--- config.mk ---
export PLATFORM = sky130hd
export DESIGN_NAME = gmm_queue
export DESIGN_NICKNAME = d
export VERILOG_FILES = /design/src/design/gmm_pkg.sv /design/src/design/gmm_queue.sv
export SDC_FILE = /design/constraint.sdc
export NUM_CORES = 1
export LEC_CHECK = 0
export BUFFER_PORTS_ARGS = -buffer_cell sky130_fd_sc_hd__buf_2
export CORE_MARGIN = 2
export CORE_UTILIZATION = 38
export DETAILED_ROUTE_END_ITERATION = 7
export GPL_TIMING_DRIVEN = 1
export PLACE_DENSITY = 0.66
export SYNTH_ARGS = -nofsm -noshare
export SYNTH_HDL_FRONTEND = slang
export SYNTH_SLANG_ARGS = --single-unit
--- constraint.sdc ---
create_clock -name clock -period 3.45 [get_ports clock]
set_clock_uncertainty 0.1 [all_clocks]
set_input_delay 0.345 -clock clock [delete_from_list [all_inputs] [get_ports clock]]
set_output_delay 0.345 -clock clock [all_outputs]
set_load 0.01 [all_outputs]
--- src/design/gmm_pkg.sv ---
`timescale 1ns / 1ps
// Shared constants, types and a helper function for the grayscale morphology filter.
package gmm_pkg;

   localparam int MAX_WIDTH   = 1024;
   localparam int MAX_HEIGHT  = 1024;
   localparam int MAX_RADIUS  = 3;
   localparam int WIN         = 2 * MAX_RADIUS + 1;
   localparam int SLOTS       = 2 * MAX_RADIUS;
   localparam int WIN_IDX_W   = $clog2(WIN);
   localparam int PIX_W       = 8;
   localparam int COORD_W     = 10;
   localparam int SIZE_W      = 11;
   localparam int RAD_W       = 2;
   localparam int CSR_IDX_W   = 3;
   localparam int CSR_DATA_W  = 11;
   localparam int QUEUE_DEPTH = 4;
   localparam int QPTR_W      = $clog2(QUEUE_DEPTH);
   localparam int QCNT_W      = $clog2(QUEUE_DEPTH + 1);

   localparam logic [CSR_IDX_W-1:0] CSR_MODE_DILATE  = 3'd0;
   localparam logic [CSR_IDX_W-1:0] CSR_CONN_SQUARE  = 3'd1;
   localparam logic [CSR_IDX_W-1:0] CSR_RADIUS       = 3'd2;
   localparam logic [CSR_IDX_W-1:0] CSR_IMAGE_WIDTH  = 3'd3;
   localparam logic [CSR_IDX_W-1:0] CSR_IMAGE_HEIGHT = 3'd4;

   typedef logic [PIX_W-1:0] pix_type;
   typedef pix_type [WIN-1:0] column_type;
   typedef pix_type [SLOTS-1:0] line_word_type;

   typedef struct packed {
      logic               mode_dilate;
      logic               connectivity_square;
      logic [RAD_W-1:0]   radius;
      logic [SIZE_W-1:0]  image_width;
      logic [SIZE_W-1:0]  image_height;
   } cfg_type;

   typedef struct packed {
      logic               emit;
      logic               border;
      logic               frame_last;
      logic [COORD_W-1:0] out_row;
      logic [COORD_W-1:0] out_col;
   } info_type;

   typedef struct packed {
      column_type column;
      info_type   info;
   } item_type;

   function automatic pix_type pick(input pix_type a, input pix_type b, input logic take_max);
      if (take_max) begin
         return (b > a) ? b : a;
      end else begin
         return (b < a) ? b : a;
      end
   endfunction

endpackage

--- src/design/gmm_queue.sv ---
`timescale 1ns / 1ps
// Short item queue between the front end and the window back end.
module gmm_queue (
   input  logic              clock,
   input  logic              reset,
   input  logic              push,
   input  gmm_pkg::item_type push_item,
   output logic              ready,
   output logic              valid,
   input  logic              pop,
   output gmm_pkg::item_type pop_item
);

   gmm_pkg::item_type          entry_ff [gmm_pkg::QUEUE_DEPTH];
   logic [gmm_pkg::QPTR_W-1:0] wr_ptr_ff, wr_ptr_in, rd_ptr_ff, rd_ptr_in;
   logic [gmm_pkg::QCNT_W-1:0] count_ff, count_in;

   assign ready    = (count_ff != gmm_pkg::QCNT_W'(gmm_pkg::QUEUE_DEPTH));
   assign valid    = (count_ff != '0);
   assign pop_item = entry_ff[rd_ptr_ff];

   always_comb begin
      wr_ptr_in = push ? wr_ptr_ff + gmm_pkg::QPTR_W'(1) : wr_ptr_ff;
      rd_ptr_in = pop ? rd_ptr_ff + gmm_pkg::QPTR_W'(1) : rd_ptr_ff;
      count_in  = count_ff;
      if (push && !pop) begin
         count_in = count_ff + gmm_pkg::QCNT_W'(1);
      end else if (pop && !push) begin
         count_in = count_ff - gmm_pkg::QCNT_W'(1);
      end
   end

   always_ff @(posedge clock) begin
      if (reset) begin
         wr_ptr_ff <= '0;
         rd_ptr_ff <= '0;
         count_ff  <= '0;
      end else begin
         wr_ptr_ff <= wr_ptr_in;
         rd_ptr_ff <= rd_ptr_in;
         count_ff  <= count_in;
      end
   end

   always_ff @(posedge clock) begin
      if (push) begin
         entry_ff[wr_ptr_ff] <= push_item;
      end
   end

endmodule

Yosys cells after proc, flatten, opt, wreduce, memory -nomap -nowiden. Memories as Yosys holds them, arrays and structs flattened. A register that Yosys moved wholly into a read port is not among the register bits. Index checks and enable logic that the tools add are counted.

RAM bits: 316. Memories: 1. Input port bits: 83. Word-level logic and storage cells: 21. Register bits: 7. Output and inout bits: 81.

Memories: entry_ff (depth 4, bits a word 79, read ports 1, clocked after Yosys merged registers in 1, wr ports 1, line gmm_queue.sv:14) `gmm_pkg::item_type entry_ff [gmm_pkg::QUEUE_DEPTH];`.

Equality and inequality tests: 1. Reduce and logical (&&, ||, !) cells: 6. Muxes and demuxes: 6. Add/sub/neg operators: 4.

Operator list (count): 3-bit two-way mux (2); 2-bit by 1-bit adder with 2-bit output (second input constant) (2); 2-bit two-way mux (2); 3-bit by 1-bit adder with 3-bit output (second input constant) (1); 3-bit inequality test (second input constant) (1); 3-bit nonzero test (1); 3-bit by 1-bit subtractor with 3-bit output (second input constant) (1); 1-bit logical AND (2); 1-bit logical NOT (2); 1-bit two-way mux (2); 2-bit nonzero test (1).

Depth between registers and ports, before layout.
Word-level depth: 4. Gate-level depth with buffers: 7. Mapped depth without buffers: 7.

Worst setup path after synthesis. OpenSTA, ideal clock, no wires.

Path kind: register to register. Start point: register wr_ptr_ff[0] (netlist name). End point: memory entry_ff[0][0] (netlist name), enable pin. Data arrival time: 2.384 ns. Clock period less this slack: 2.929 ns. Buffers on the path: 0. Stages on the path, launching flop included: 4. Slack: 0.521 ns. Data required time: 2.904 ns. Setup time: 0.446 ns. Path through: dfxtp_1 inv_1 ha_1 and2_1.

RTL lines: start: declaration (line gmm_queue.sv:15) `logic [gmm_pkg::QPTR_W-1:0] wr_ptr_ff, wr_ptr_in, rd_ptr_ff, rd_ptr_in;`; start signal: assignment (line gmm_queue.sv:39) `wr_ptr_ff <= wr_ptr_in;`; end: declaration (line gmm_queue.sv:14).

No word-level cell before the write port.

==> out/summary.log <==
INFO  synth          total_of_warnings_raised_by_yosys=0
INFO  placed_design  dpl.cell_count=1,007
INFO  synth          post_synth_main_area_contributors=sky130_fd_sc_hd__edfxtp_1 80%, sky130_fd_sc_hd__mux4_2 15%, sky130_fd_sc_hd__dfxtp_1 1.5%, sky130_fd_sc_hd__ha_1 0.53%, sky130_fd_sc_hd__buf_2 0.38%
INFO  synth          netlist_area=11,800um2
INFO  finish         layout-area-overhead-vs-synth=28.9%
INFO  cts            cts_tree=yes
INFO  timing         maxSlewViolCount=0
INFO  routing        detail_route.wl_per_cell=19.8um
INFO  timing         setup_violations=0
INFO  cts            cts_buffer_depth=3
INFO  critical_path  crit-reg2reg-capture=entry_ff[2][66]$_DFFE_PP_
INFO  critical_path  worstSetupEndpointType=output pin
INFO  global_route   gr-total-overflow=0
INFO  placed_design  port_buffers=163
INFO  floorplan      fp.dieH=180um
INFO  placed_design  placer_s_final_routability_congestion_estimate=0.701
INFO  critical_path  worstPathArrival=2260ps
INFO  min_path       holdCritPathClass=input port to register
INFO  global_route   grtUsageTotal=14.0%
INFO  cts            clock_sinks=325
INFO  critical_path  r2r_setup_slack=1470ps
INFO  cts            clk_latency=500ps
INFO  finish         final_core_utilization=49.8%
INFO  timing         slew-limit-headroom=52.7%
INFO  critical_path  ff2ff_path_depth=4
INFO  critical_path  number_of_buffers_and_inverters_on_the_critical_path=2
INFO  floorplan      floorplan.io_pins=164
INFO  floorplan      initial_core_util=38.6%
INFO  synth          most_area_hungry_cell_type_in_the_yosys_netlist=sky130_fd_sc_hd__edfxtp_1
INFO  critical_path  crit_path_start_kind=register
INFO  routing        dr.pass1.iters=4
INFO  timing         clock.fmax=370MHz
INFO  synth          register_bit_count_reported_by_yosys=325
INFO  critical_path  crit_chain=buf_4 -> mux4_2 -> buf_2
INFO  global_route   first_pass_grt_wire_length=35.3mm
INFO  synth          share_of_the_synthesized_area_in_the_top_cell_type=80.3%
INFO  critical_path  path_depth=3
INFO  cts            tritoncts.num_buffers=34
INFO  placed_design  dp_hpwl=13.2mm
INFO  finish         final-instance-count-excl-fill=1,147
INFO  critical_path  critPathCapture=pop_item[44]
INFO  critical_path  critical-path-max-stage-delay=680ps
INFO  power_and_ir_drop max-vdd-ir-drop=0.276mV
INFO  critical_path  critical_path_slowest_stage_cell=sky130_fd_sc_hd__dfxtp_4
INFO  synth          synthesis.nets=547
INFO  routing        detailedRoute.firstIterationViolations=325
INFO  timing         holdWs=68.5ps
INFO  synth          synth_cell_type_count=20
INFO  cts            clk_pin_slew=60ps
INFO  floorplan      core_region_area=30,600um2
INFO  run_status     run_status=finished clean
INFO  routing        route.layer.met1.wl=9.66mm
INFO  routing        met3_wl_post_dr=1.23mm
INFO  finish         final_nets=816
INFO  synth          synthesis.instances=458
INFO  routing        postRouteAntennaNets=0
INFO  critical_path  r2r-start=wr_ptr_ff[0]$_SDFFE_PP0P_
INFO  finish         antennaDiodeCount=0
INFO  critical_path  crit_type=register to output pin
INFO  critical_path  worstPathMaxFanout=23
INFO  floorplan      die_w=180um
INFO  floorplan      floorplan.die_area=32,500um2
INFO  floorplan      fp-row-count=64
INFO  cts            clockRootBuffer=sky130_fd_sc_hd__clkbuf_16
INFO  timing         worst_max_slew_pin_slew=710ps
INFO  routing        number_of_design_rule_violations_left_after_detail_routing=0
INFO  timing         min_period_over_period=78.3%
INFO  run            timing.max_cap.violations=0
INFO  timing         post-route-min-period=2700ps
INFO  finish         share_of_post_route_cells_with_drive_strength_above_1=40.9%
INFO  cts            htreeDepth=2
INFO  critical_path  cp.required=3000ps
INFO  routing        vias=5,640
INFO  finish         final_common_cell=sky130_fd_sc_hd__edfxtp_1
INFO  timing         rsz0062_at_grt=no
INFO  synth          post_synth.cell_area_avg=25.8um2
INFO  routing        mean_number_of_vias_per_cell=4.92
INFO  synth          synth_seq_area_share=81.9%
INFO  cts            cts_repair_resize_count=0
INFO  global_route   antenna_found_initial=0
INFO  global_route   first_global_vias=6,318
INFO  cts            cts_setup_buffers=0
INFO  finish         mostFrequentLayoutCells=316 x sky130_fd_sc_hd__edfxtp_1, 163 x sky130_fd_sc_hd__buf_2, 80 x sky130_fd_sc_hd__dlygate4sd3_1
INFO  timing         timing_hold_violations_final=0
INFO  timing         fin_tns_setup=0ps
INFO  routing        route.final.wire_length=22.7mm
INFO  critical_path  timing.critical_path.max_delay_family=flip-flops
INFO  global_route   maximum_number_of_pins_on_one_net_before_global_route_repair=80
INFO  routing        top_signal_layer_used=met4
INFO  power_and_ir_drop static-leakage-power=0.00519uW
INFO  power_and_ir_drop power.density=622nW/um2
INFO  routing        met2RoutedLength=11.4mm
==> cell type report <==
type	count	area (um2)
multi-input combinational	110	2020
inverter	4	15.0
tap	396	495
clock inverter	19	303
sequential	325	9680
clock buffer	41	941
fill	2462	15400
timing repair buffer	252	1770
==> worst min path at each step <==
| stage | endpoint | from | slack, ps | cells past startpoint |
|---|---|---|---|---|
| 4_1_cts | rd_ptr_ff[0]$_SDFFE_PP0P_ | pop | 50 | 3 |
| 6_report | rd_ptr_ff[0]$_SDFFE_PP0P_ | pop | 70 | 3 |
| 3_3_place_gp | count_ff[2]$_SDFFE_PP0P_ | count_ff[2]$_SDFFE_PP0P_ | 380 | 2 |
| 2_1_floorplan | entry_ff[0][0]$_DFFE_PP_ | push_item[0] | 340 | 0 |
| 5_1_grt | rd_ptr_ff[0]$_SDFFE_PP0P_ | pop | 70 | 3 |
| 3_5_place_dp | count_ff[2]$_SDFFE_PP0P_ | count_ff[2]$_SDFFE_PP0P_ | 430 | 2 |
==> per-layer routing <==
metal  GRT usage (%)  up-vias
met5               0        -
met4            3.84        0
met3            3.40       34
met2            23.9      163
met1            18.1     2952
li1                -     2491
==> per-stage QoR <==
stage	setup WS [ps]	cell area (um2)	power, uW
after floorplan	521	11800	5160
final	749	15200	9460
after global placement	1270	13200	5500
after detailed placement	1250	13200	5530
after CTS	702	15200	9590
after global routing	603	15200	9810
==> report_power, final <==
| group | leakage (uW) | total, uW | switching (uW) | internal (uW) |
|---|---|---|---|---|
| Clock | 0.000604 | 3970 | 1420 | 2540 |
| Sequential | 0.00298 | 4610 | 79.7 | 4530 |
| Combinational | 0.00161 | 883 | 437 | 447 |
| Total | 0.00519 | 9460 | 1940 | 7530 |
==> what timing repair did <==
item	in CTS	in global routing
setup endpoints to repair	0	0
hold buffers	80	0
endpoints found under the hold margin	319	0
==> state kept, by name, summed over array words and instances (netlist names), named ones only <==
name,count
wr_ptr_ff,2
rd_ptr_ff,2
count_ff,3
entry_ff,316
==> cell usage after synthesis <==
cell type and count:
sky130_fd_sc_hd__edfxtp_1 316, sky130_fd_sc_hd__mux4_2 79, sky130_fd_sc_hd__buf_2 9, sky130_fd_sc_hd__dfxtp_1 9, sky130_fd_sc_hd__nor2_1 8, sky130_fd_sc_hd__clkbuf_1 7, sky130_fd_sc_hd__ha_1 5, sky130_fd_sc_hd__and2_1 4
sky130_fd_sc_hd__inv_1 4, sky130_fd_sc_hd__xor2_1 3, sky130_fd_sc_hd__mux2i_1 2, sky130_fd_sc_hd__nand2_1 2, sky130_fd_sc_hd__or3_1 2, sky130_fd_sc_hd__xnor2_1 2, sky130_fd_sc_hd__a21oi_1 1, sky130_fd_sc_hd__buf_12 1
sky130_fd_sc_hd__buf_6 1, sky130_fd_sc_hd__buf_8 1, sky130_fd_sc_hd__fa_1 1, sky130_fd_sc_hd__o21ai_0 1
==> logic make-up after synthesis <==
family	Yosys count	synth area share, %
compound gates	2	0.0847
fa+ha+maj	6	0.699
buf+inv	23	1.12
flops	325	81.9
xor+xnor	5	0.371
mux	81	15.2
simple gates	16	0.636
==> worst min-delay path: cells and delay by family <==
kind | cells | cell delay, ps
AND/OR/NAND/NOR | 1 | 90
XOR/XNOR | 1 | 90
buffers and inverters | 1 | 110
No activity file was read; power rests on OpenSTA's default activity.
