`src/design/gmm_pkg.sv`:
```
`timescale 1ns / 1ps
// Shared constants, types and a helper function for the grayscale morphology filter.
package gmm_pkg;

   localparam int MAX_WIDTH   = 1024;
   localparam int MAX_HEIGHT  = 1024;
   localparam int MAX_RADIUS  = 3;
   localparam int WIN         = 2 * MAX_RADIUS + 1;
   localparam int SLOTS       = 2 * MAX_RADIUS;
   localparam int WIN_IDX_W   = $clog2(WIN);
   localparam int PIX_W       = 8;
   localparam int COORD_W     = 10;
   localparam int SIZE_W      = 11;
   localparam int RAD_W       = 2;
   localparam int CSR_IDX_W   = 3;
   localparam int CSR_DATA_W  = 11;
   localparam int QUEUE_DEPTH = 4;
   localparam int QPTR_W      = $clog2(QUEUE_DEPTH);
   localparam int QCNT_W      = $clog2(QUEUE_DEPTH + 1);

   localparam logic [CSR_IDX_W-1:0] CSR_MODE_DILATE  = 3'd0;
   localparam logic [CSR_IDX_W-1:0] CSR_CONN_SQUARE  = 3'd1;
   localparam logic [CSR_IDX_W-1:0] CSR_RADIUS       = 3'd2;
   localparam logic [CSR_IDX_W-1:0] CSR_IMAGE_WIDTH  = 3'd3;
   localparam logic [CSR_IDX_W-1:0] CSR_IMAGE_HEIGHT = 3'd4;

   typedef logic [PIX_W-1:0] pix_type;
   typedef pix_type [WIN-1:0] column_type;
   typedef pix_type [SLOTS-1:0] line_word_type;

   typedef struct packed {
      logic               mode_dilate;
      logic               connectivity_square;
      logic [RAD_W-1:0]   radius;
      logic [SIZE_W-1:0]  image_width;
      logic [SIZE_W-1:0]  image_height;
   } cfg_type;

   typedef struct packed {
      logic               emit;
      logic               border;
      logic               frame_last;
      logic [COORD_W-1:0] out_row;
      logic [COORD_W-1:0] out_col;
   } info_type;

   typedef struct packed {
      column_type column;
      info_type   info;
   } item_type;

   function automatic pix_type pick(input pix_type a, input pix_type b, input logic take_max);
      if (take_max) begin
         return (b > a) ? b : a;
      end else begin
         return (b < a) ? b : a;
      end
   endfunction

endpackage

```
`src/design/gmm_back.sv`:
```
`timescale 1ns / 1ps
// Back end: register window, two-stage min/max tree and result register.
module gmm_back (
   input  logic                        clock,
   input  logic                        reset,
   input  gmm_pkg::cfg_type            cfg,
   input  logic                        q_valid,
   output logic                        q_pop,
   input  gmm_pkg::item_type           q_item,
   output logic                        rsp_valid,
   input  logic                        rsp_ready,
   output logic [gmm_pkg::PIX_W-1:0]   rsp_pixel_out,
   output logic [gmm_pkg::COORD_W-1:0] rsp_out_row,
   output logic [gmm_pkg::COORD_W-1:0] rsp_out_col,
   output logic                        rsp_frame_last
);

   gmm_pkg::pix_type [gmm_pkg::WIN-1:0][gmm_pkg::WIN-1:0] window_ff;
   logic                          w_valid_ff, w_valid_in;
   gmm_pkg::info_type             w_info_ff;
   logic                          r_valid_ff, r_valid_in;
   gmm_pkg::info_type             r_info_ff;
   gmm_pkg::column_type           r_row_ff, r_cc_ff, row_red, cc_val;
   logic                          o_valid_ff, o_valid_in;
   gmm_pkg::pix_type              o_pix_ff, o_pix_in, final_val, ident;
   gmm_pkg::info_type             o_info_ff;
   logic                          o_free, r_free, r_adv, w_free, w_adv;
   logic [gmm_pkg::WIN_IDX_W-1:0] lo, ctr;

   always_comb begin
      o_free = !o_valid_ff || rsp_ready;
      r_adv  = r_valid_ff && o_free;
      r_free = !r_valid_ff || o_free;
      w_adv  = w_valid_ff && r_free;
      w_free = !w_valid_ff || r_free;
      q_pop  = q_valid && w_free;

      w_valid_in = q_pop || (w_valid_ff && !w_adv);
      r_valid_in = w_adv || (r_valid_ff && !r_adv);
      o_valid_in = (r_adv && r_info_ff.emit) || (o_valid_ff && !rsp_ready);
   end

   always_comb begin
      ident = cfg.mode_dilate ? '0 : '1;
      lo    = gmm_pkg::WIN_IDX_W'(gmm_pkg::WIN - 1) - gmm_pkg::WIN_IDX_W'({cfg.radius, 1'b0});
      ctr   = gmm_pkg::WIN_IDX_W'(gmm_pkg::WIN - 1) - gmm_pkg::WIN_IDX_W'(cfg.radius);
      for (int i = 0; i < gmm_pkg::WIN; i++) begin
         row_red[i] = ident;
         for (int j = 0; j < gmm_pkg::WIN; j++) begin
            if (gmm_pkg::WIN_IDX_W'(j) >= lo) begin
               row_red[i] = gmm_pkg::pick(row_red[i], window_ff[i][j], cfg.mode_dilate);
            end
         end
         cc_val[i] = window_ff[i][ctr];
      end

      final_val = ident;
      for (int i = 0; i < gmm_pkg::WIN; i++) begin
         if (gmm_pkg::WIN_IDX_W'(i) >= lo) begin
            final_val = gmm_pkg::pick(final_val,
                                      cfg.connectivity_square ? r_row_ff[i] : r_cc_ff[i],
                                      cfg.mode_dilate);
         end
      end
      if (!cfg.connectivity_square) begin
         final_val = gmm_pkg::pick(final_val, r_row_ff[ctr], cfg.mode_dilate);
      end
      o_pix_in = r_info_ff.border ? '0 : final_val;
   end

   always_ff @(posedge clock) begin
      if (reset) begin
         w_valid_ff <= 1'b0;
         r_valid_ff <= 1'b0;
         o_valid_ff <= 1'b0;
      end else begin
         w_valid_ff <= w_valid_in;
         r_valid_ff <= r_valid_in;
         o_valid_ff <= o_valid_in;
      end
   end

   always_ff @(posedge clock) begin
      if (q_pop) begin
         for (int i = 0; i < gmm_pkg::WIN; i++) begin
            for (int j = 0; j < gmm_pkg::WIN - 1; j++) begin
               window_ff[i][j] <= window_ff[i][j+1];
            end
            window_ff[i][gmm_pkg::WIN-1] <= q_item.column[i];
         end
         w_info_ff <= q_item.info;
      end
      if (w_adv) begin
         r_row_ff  <= row_red;
         r_cc_ff   <= cc_val;
         r_info_ff <= w_info_ff;
      end
      if (r_adv && r_info_ff.emit) begin
         o_pix_ff  <= o_pix_in;
         o_info_ff <= r_info_ff;
      end
   end

   assign rsp_valid      = o_valid_ff;
   assign rsp_pixel_out  = o_pix_ff;
   assign rsp_out_row    = o_info_ff.out_row;
   assign rsp_out_col    = o_info_ff.out_col;
   assign rsp_frame_last = o_info_ff.frame_last;

endmodule

```
`config.mk`:
```
export PLATFORM = sky130hd
export DESIGN_NAME = gmm_back
export DESIGN_NICKNAME = d
export VERILOG_FILES = /design/src/design/gmm_pkg.sv /design/src/design/gmm_back.sv
export SDC_FILE = /design/constraint.sdc
export NUM_CORES = 2
export LEC_CHECK = 0
export ABC_AREA = 1
export BUFFER_PORTS_ARGS = -buffer_cell sky130_fd_sc_hd__buf_2
export CORE_MARGIN = 3
export CORE_UTILIZATION = 40
export CTS_BUF_LIST = sky130_fd_sc_hd__clkbuf_4
export CTS_CLUSTER_DIAMETER = 120
export DETAILED_ROUTE_END_ITERATION = 10
export SETUP_SLACK_MARGIN = 0.5
export SLEW_MARGIN = 0
export SYNTH_ARGS = -nofsm -noshare
export SYNTH_HDL_FRONTEND = slang
export SYNTH_SLANG_ARGS = --single-unit
```
`constraint.sdc`:
```
create_clock -name clock -period 16.34 [get_ports clock]
set_input_delay 3.268 -clock clock [delete_from_list [all_inputs] [get_ports clock]]
set_output_delay 3.268 -clock clock [all_outputs]
set_load 0.005 [all_outputs]
```
# Yosys cells after proc, flatten, opt, wreduce, memory -nomap -nowiden
# Cells that the tools add are included.
dict set report word_totals {
  ff_bits 582
  in_bits 109
  output_inout_bits 31
  word_cells 475
}
dict set report op_classes {
  add_sub_neg 2
  order_cmp 122
  mux 252
  n_reduce_logical 19
}
# operator n
set ops {}
lappend ops {{$mux W8} 244}
lappend ops {{$gt A8 B8 Y1} 57}
lappend ops {{$lt A8 B8 Y1} 57}
lappend ops {{$bmux W8 S3} 8}
lappend ops {{$ge A3 B3 Y1 const A} 3}
lappend ops {{$logic_and A1 B1 Y1} 7}
lappend ops {{$ge A1 B3 Y1 const A} 2}
lappend ops {{$ge A2 B3 Y1 const A} 2}
lappend ops {{$logic_not A1 Y1} 6}
lappend ops {{$logic_or A1 B1 Y1} 6}
lappend ops {{$lt A3 B4 Y1 const B} 1}
lappend ops {{$sub A3 B2 Y3 const A} 1}
lappend ops {{$sub A3 B3 Y3 const A} 1}

# Longest topological paths before layout
dict set report depth {
  word_depth 33
  ltp_mapped 115
}

# Worst setup path before layout
# OpenSTA, ideal clock, no wires.
dict set report synth_timing {
  path_kind {input to register}
  start {input port cfg[25] (netlist bit)}
  end {register o_pix_ff[7] (netlist: rsp_pixel_out[7]), data pin}
  t_arrival_ns 15.444
  t_required_ns 16.091
  path_slack_ns 0.647
  path_stages 100
  n_path_buf 11
  cell_sequence {inv_4 buf_2 buf_2 clkbuf_1 clkbuf_1 clkbuf_1 ha_1 nand2_1 nor2_1 a21oi_1 nand2_1 nand2_1 nand2_1 nand2_1 inv_1 ha_1 nand2_1 nor2_1 [... 64 more ...] nand2_1 nand2_2 ha_1 inv_1 nor2_1 o211ai_1 a21oi_1 nor3_1 and2_1 clkbuf_1 inv_1 nand2_1 buf_2 nand3_1 nand2_1 nand3_1 nand2_1 inv_1}
}
dict set report synth_via {
  elab_chain_cells 33
}
# element line_no
set synth_lines {}
lappend synth_lines {{from (decl)} gmm_back.sv:6} ;# input gmm_pkg::cfg_type cfg,
lappend synth_lines {{$mux W8} gmm_back.sv:44} ;# ident = cfg.mode_dilate ? '0 : '1;
lappend synth_lines {{$lt A8 B8 Y1 / $gt A8 B8 Y1 (equally long branches)} {gmm_pkg.sv:56, gmm_pkg.sv:54}}
lappend synth_lines {{$mux W8, on equally long branches} {gmm_pkg.sv:56, gmm_pkg.sv:54}}
lappend synth_lines {{$mux W8} gmm_pkg.sv:53} ;# if (take_max) begin
lappend synth_lines {{$mux W8} gmm_back.sv:59} ;# if (gmm_pkg::WIN_IDX_W'(i) >= lo) begin
lappend synth_lines {{$lt A8 B8 Y1 / $gt A8 B8 Y1 (equally long branches)} {gmm_pkg.sv:56, gmm_pkg.sv:54}}
lappend synth_lines {{$mux W8, on equally long branches} {gmm_pkg.sv:56, gmm_pkg.sv:54}}
lappend synth_lines {{$mux W8} gmm_pkg.sv:53}
lappend synth_lines {{[... 17 more ...]} n/a}
lappend synth_lines {{$lt A8 B8 Y1 / $gt A8 B8 Y1 (equally long branches)} {gmm_pkg.sv:56, gmm_pkg.sv:54}}
lappend synth_lines {{$mux W8, on equally long branches} {gmm_pkg.sv:56, gmm_pkg.sv:54}}
lappend synth_lines {{$mux W8} gmm_pkg.sv:53}
lappend synth_lines {{$mux W8} gmm_back.sv:59}
lappend synth_lines {{$lt A8 B8 Y1 / $gt A8 B8 Y1 (equally long branches)} {gmm_pkg.sv:56, gmm_pkg.sv:54}}
lappend synth_lines {{$mux W8, on equally long branches} {gmm_pkg.sv:56, gmm_pkg.sv:54}}
lappend synth_lines {{$mux W8} gmm_pkg.sv:53}
lappend synth_lines {{$mux W8 *} gmm_back.sv:65} ;# if (!cfg.connectivity_square) begin
lappend synth_lines {{to (signal assigned)} gmm_back.sv:99} ;# o_pix_ff <= o_pix_in;
lappend synth_lines {{to (decl)} gmm_back.sv:25} ;# gmm_pkg::pix_type o_pix_ff, o_pix_in, final_val, ident;
# Every way passes the cells marked *; elsewhere a longest branch is shown, timed or not.
# A chain may end at the register's enable or synchronous reset.

==> insert_results.sql <==
INSERT INTO impl_metrics (metric_group, metric, value, unit) VALUES
('route', 'wl_per_cell', '17.7', 'microns'),
('finish', 'syn2layout_area_growth', '9.80', '%'),
('cts', 'postCtsHoldBufs', '0', ''),
('timing', 'timing.setup.tns', '0', 'ns'),
('finish', 'instances_no_fill', '8906', ''),
('route', 'route.detailed.vias_per_inst', '5.35', ''),
('route', 'wl_met1', '72100', 'microns'),
('pwr', 'power.density_cell_area', '105', 'nW/um^2'),
('die', 'die_w', '358', 'microns'),
('placed_design', 'gp_routability_congestion', '0.899', ''),
('timing', 'slew_headroom', '26.7', '%'),
('synth', 'synthesis.nets', '7586', ''),
('route', 'drt_first_pass_iters', '8', ''),
('cts', 'cts_repair_resize_count', '0', ''),
('critical_path', 'critical-path-top-delay-family', 'compound AO/OA/AOI/OAI gates', ''),
('grt', 'grt_antenna_before_repair', '1', ''),
('cts', 'cts_max_level', '4', ''),
('critical_path', 'slowest_stage', 'sky130_fd_sc_hd__o21ai_1', ''),
('cts', 'clock-sinks', '582', ''),
('critical_path', 'worst_ep_arrival_time', '15.63', 'ns'),
('synth', 'ys_seq_elements', '582', ''),
('timing', 'layout_min_cycle_time', '14.74', 'ns'),
('pwr', 'worst_ir_drop_vdd', '0.0753', 'mV'),
('synth', 'synth_async_sr_flop_share', '0', '%'),
('die', 'design.portCount', '140', ''),
('route', 'routed.top_layer', 'met4', ''),
('timing', 'slack_of_the_critical_path', '1.60', 'ns'),
('grt', 'grt_usage', '24.0', '%'),
('grt', 'grt_pass1_vias', '44100', ''),
('synth', 'synth_largest_area_cell', 'sky130_fd_sc_hd__edfxtp_1', ''),
('timing', 'layout_worst_path_cycle_share', '90.2', '%'),
('status', 'outcome', 'complete, no violations', ''),
('route', 'drc', '0', ''),
('cts', 'cts.clk_slew.worst_paths', '0.09', 'ns'),
('synth', 'synthFlopType', 'sky130_fd_sc_hd__edfxtp_1', ''),
('critical_path', 'critPathMaxStageDelay', '0.74', 'ns'),
('cts', 'cts-root-to-sink-buffers', '3', ''),
('route', 'detail_route.iter0.violations', '4188', ''),
('pwr', 'total_leakage_power', '27.7', 'nW'),
('critical_path', 'cp_max_fo', '98', ''),
('finish', 'fraction_of_layout_cells_with_a_size_suffix_above_1', '9.37', '%'),
('critical_path', 'path_class', 'input port to flip-flop', ''),
('grt', 'globalRoute.totalOverflow', '0', ''),
('critical_path', 'critical-path-top-cell-by-count', 'sky130_fd_sc_hd__nand2_1', ''),
('timing', 'final-setup-viol-count', '0', ''),
('cts', 'clk_latency', '1.18', 'ns'),
('run', 'cap_violations', '0', ''),
('die', 'die_height', '358', 'microns'),
('route', 'totalWireLength', '157000', 'microns'),
('synth', 'synthesis.area_per_instance', '7.07', 'sq um'),
('die', 'die_area', '128000', 'sq um'),
('synth', 'synth_edf_count', '579', ''),
('critical_path', 'cp_num_buf_inv', '11', ''),
('cts', 'cts-root-buf', 'sky130_fd_sc_hd__clkbuf_4', ''),
('timing', 'worst_pin_slew', '1.09', 'ns'),
('synth', 'synth_top_cell_area_share', '35.0', '%'),
('placed_design', 'dp_hpwl', '110000', 'microns'),
('timing', 'final-hold-violation-count', '0', ''),
('synth', 'synth.yosys.seq_area_share', '35.2', '%'),
('die', 'fp.coreArea', '123000', 'sq um'),
('placed_design', 'dp_worst_setup_slack', '0.0950', 'ns'),
('route', 'detailroute.wirelength.met2', '69900', 'microns'),
('worst_hold_path', 'worstHoldPathType', 'flip-flop to flip-flop', ''),
('synth', 'mappedNetlistArea', '49600', 'sq um'),
('timing', 'timing.final.max_slew_violations', '0', ''),
('die', 'std_cell_rows', '128', ''),
('synth', 'ys_types', '54', ''),
('route', 'wl_met3', '10000', 'microns'),
('synth', 'synth.top_cells.by_area', 'sky130_fd_sc_hd__edfxtp_1 (35%), sky130_fd_sc_hd__nand2_1 (18%), sky130_fd_sc_hd__ha_1 (12%), sky130_fd_sc_hd__o21ai_0 (7.8%), sky130_fd_sc_hd__inv_1 (7.6%)', ''),
('grt', 'grt_pass1_wl', '244000', 'microns'),
('route', 'vias', '47600', '');
[sequential cells by signal, indices dropped and copies added (netlist names)]
register and flops:
r_cc_ff 56, r_info_ff 23, r_row_ff 56, r_valid_ff 1, rsp_frame_last 1, rsp_out_col 10, rsp_out_row 10, rsp_pixel_out 8
rsp_valid 1, w_info_ff 23, w_valid_ff 1, window_ff 392
[power by group]
part,internal (W),switching [W]
sequential,0.00177,0.0000845
combinational,0.000835,0.00161
clock,0.000720,0.000717
total,0.00333,0.00241
[layout make-up]
type / count / area, sq um / area share (%)
multi-input cells: 5112 / 27100 / 49.8
flip-flops and latches: 582 / 17400 / 32.0
inverters: 1007 / 3800 / 6.98
well taps: 1625 / 2030 / 3.73
repair buffers: 277 / 1890 / 3.48
clock buffers: 241 / 1810 / 3.32
clock inverters: 60 / 363 / 0.666
diodes: 2 / 5.00 / 0.00919
[logic make-up (layout without fill, tap and decap cells)]
| family | after synthesis | count (layout) | share of synthesized area, % |
|---|---|---|---|
| muxes | 6 | 6 | 0.121 |
| AOI/OAI and AO/OA | 1538 | 1538 | 17.3 |
| DFF | 582 | 582 | 35.2 |
| buffers and inverters | 1323 | 1585 | 10.4 |
| and+or+nand+nor | 3108 | 3108 | 25.5 |
| adders and majority gates | 460 | 460 | 11.6 |
| other | 0 | 2 | 0 |
[through the flow]
step	total power, W	instance area [sq um]	hold slack, ns	utilization, %
floorplan	0.00359	49600	0.400	-
global placement	0.00422	52200	0.401	42.6
detailed placement	0.00428	52200	0.405	42.6
CTS	0.00575	54400	0.416	44.4
global route	0.00622	54500	0.422	44.5
finish	0.00574	54500	0.417	44.5
[final timing paths]
path                            from                        endpoint  slack [ns]  cells after the start
max                          cfg[25]          r_row_ff[32]$_DFFE_PP_        1.60                     79
min          r_info_ff[16]$_DFFE_PP_        rsp_out_row[6]$_DFFE_PP_        0.42                      0
max reg2reg    r_row_ff[4]$_DFFE_PP_  rsp_pixel_out[0]$_SDFFCE_PP0P_        3.68                    101
min reg2reg  r_info_ff[16]$_DFFE_PP_        rsp_out_row[6]$_DFFE_PP_        0.42                      0
[synth_stat cells, types with 3 or more instances]
cell	number
sky130_fd_sc_hd__or2_1	7
sky130_fd_sc_hd__o21ai_4	3
sky130_fd_sc_hd__o211ai_2	6
sky130_fd_sc_hd__or2_2	25
sky130_fd_sc_hd__ha_1	460
sky130_fd_sc_hd__nand2_1	2321
sky130_fd_sc_hd__buf_6	3
sky130_fd_sc_hd__o21ai_2	12
sky130_fd_sc_hd__nor3_1	5
sky130_fd_sc_hd__a21o_1	3
sky130_fd_sc_hd__buf_2	62
sky130_fd_sc_hd__a31o_1	6
sky130_fd_sc_hd__inv_2	3
sky130_fd_sc_hd__nand2_4	3
sky130_fd_sc_hd__nor2_1	128
sky130_fd_sc_hd__nand4_1	28
sky130_fd_sc_hd__mux2i_1	6
sky130_fd_sc_hd__a211oi_1	11
sky130_fd_sc_hd__o21ai_0	772
sky130_fd_sc_hd__clkbuf_1	199
sky130_fd_sc_hd__a21oi_1	446
sky130_fd_sc_hd__o21bai_1	6
sky130_fd_sc_hd__o221ai_1	4
sky130_fd_sc_hd__nand3_1	567
sky130_fd_sc_hd__a211oi_2	4
sky130_fd_sc_hd__buf_4	21
sky130_fd_sc_hd__o22ai_1	5
sky130_fd_sc_hd__buf_1	29
sky130_fd_sc_hd__nand2_2	15
sky130_fd_sc_hd__a31o_2	30
sky130_fd_sc_hd__dfxtp_1	3
sky130_fd_sc_hd__a31oi_1	5
sky130_fd_sc_hd__edfxtp_1	579
sky130_fd_sc_hd__inv_1	1001
sky130_fd_sc_hd__o211ai_1	90
sky130_fd_sc_hd__a32oi_1	56
sky130_fd_sc_hd__a21boi_0	10
sky130_fd_sc_hd__o21ai_1	61
[routing by layer]
metal / up-vias / GRT usage, %
met5: - / 0
met4: 0 / 9.24
met3: 304 / 3.58
met2: 1563 / 37.7
met1: 22000 / 33.2
li1: 23800 / -
[cell usage in the layout (no fill, tap or decap), types with 63 or more instances in the layout]
master                     count
sky130_fd_sc_hd__ha_1        457
sky130_fd_sc_hd__edfxtp_1    579
sky130_fd_sc_hd__buf_2       113
sky130_fd_sc_hd__nand2_1    2317
sky130_fd_sc_hd__o21ai_1      63
sky130_fd_sc_hd__o21ai_0     765
sky130_fd_sc_hd__a21oi_1     446
sky130_fd_sc_hd__clkbuf_4    242
sky130_fd_sc_hd__nor2_1      124
sky130_fd_sc_hd__buf_4       153
sky130_fd_sc_hd__inv_1       992
sky130_fd_sc_hd__nand3_1     567
sky130_fd_sc_hd__o211ai_1     90
No activity file was read; power rests on OpenSTA's default activity.
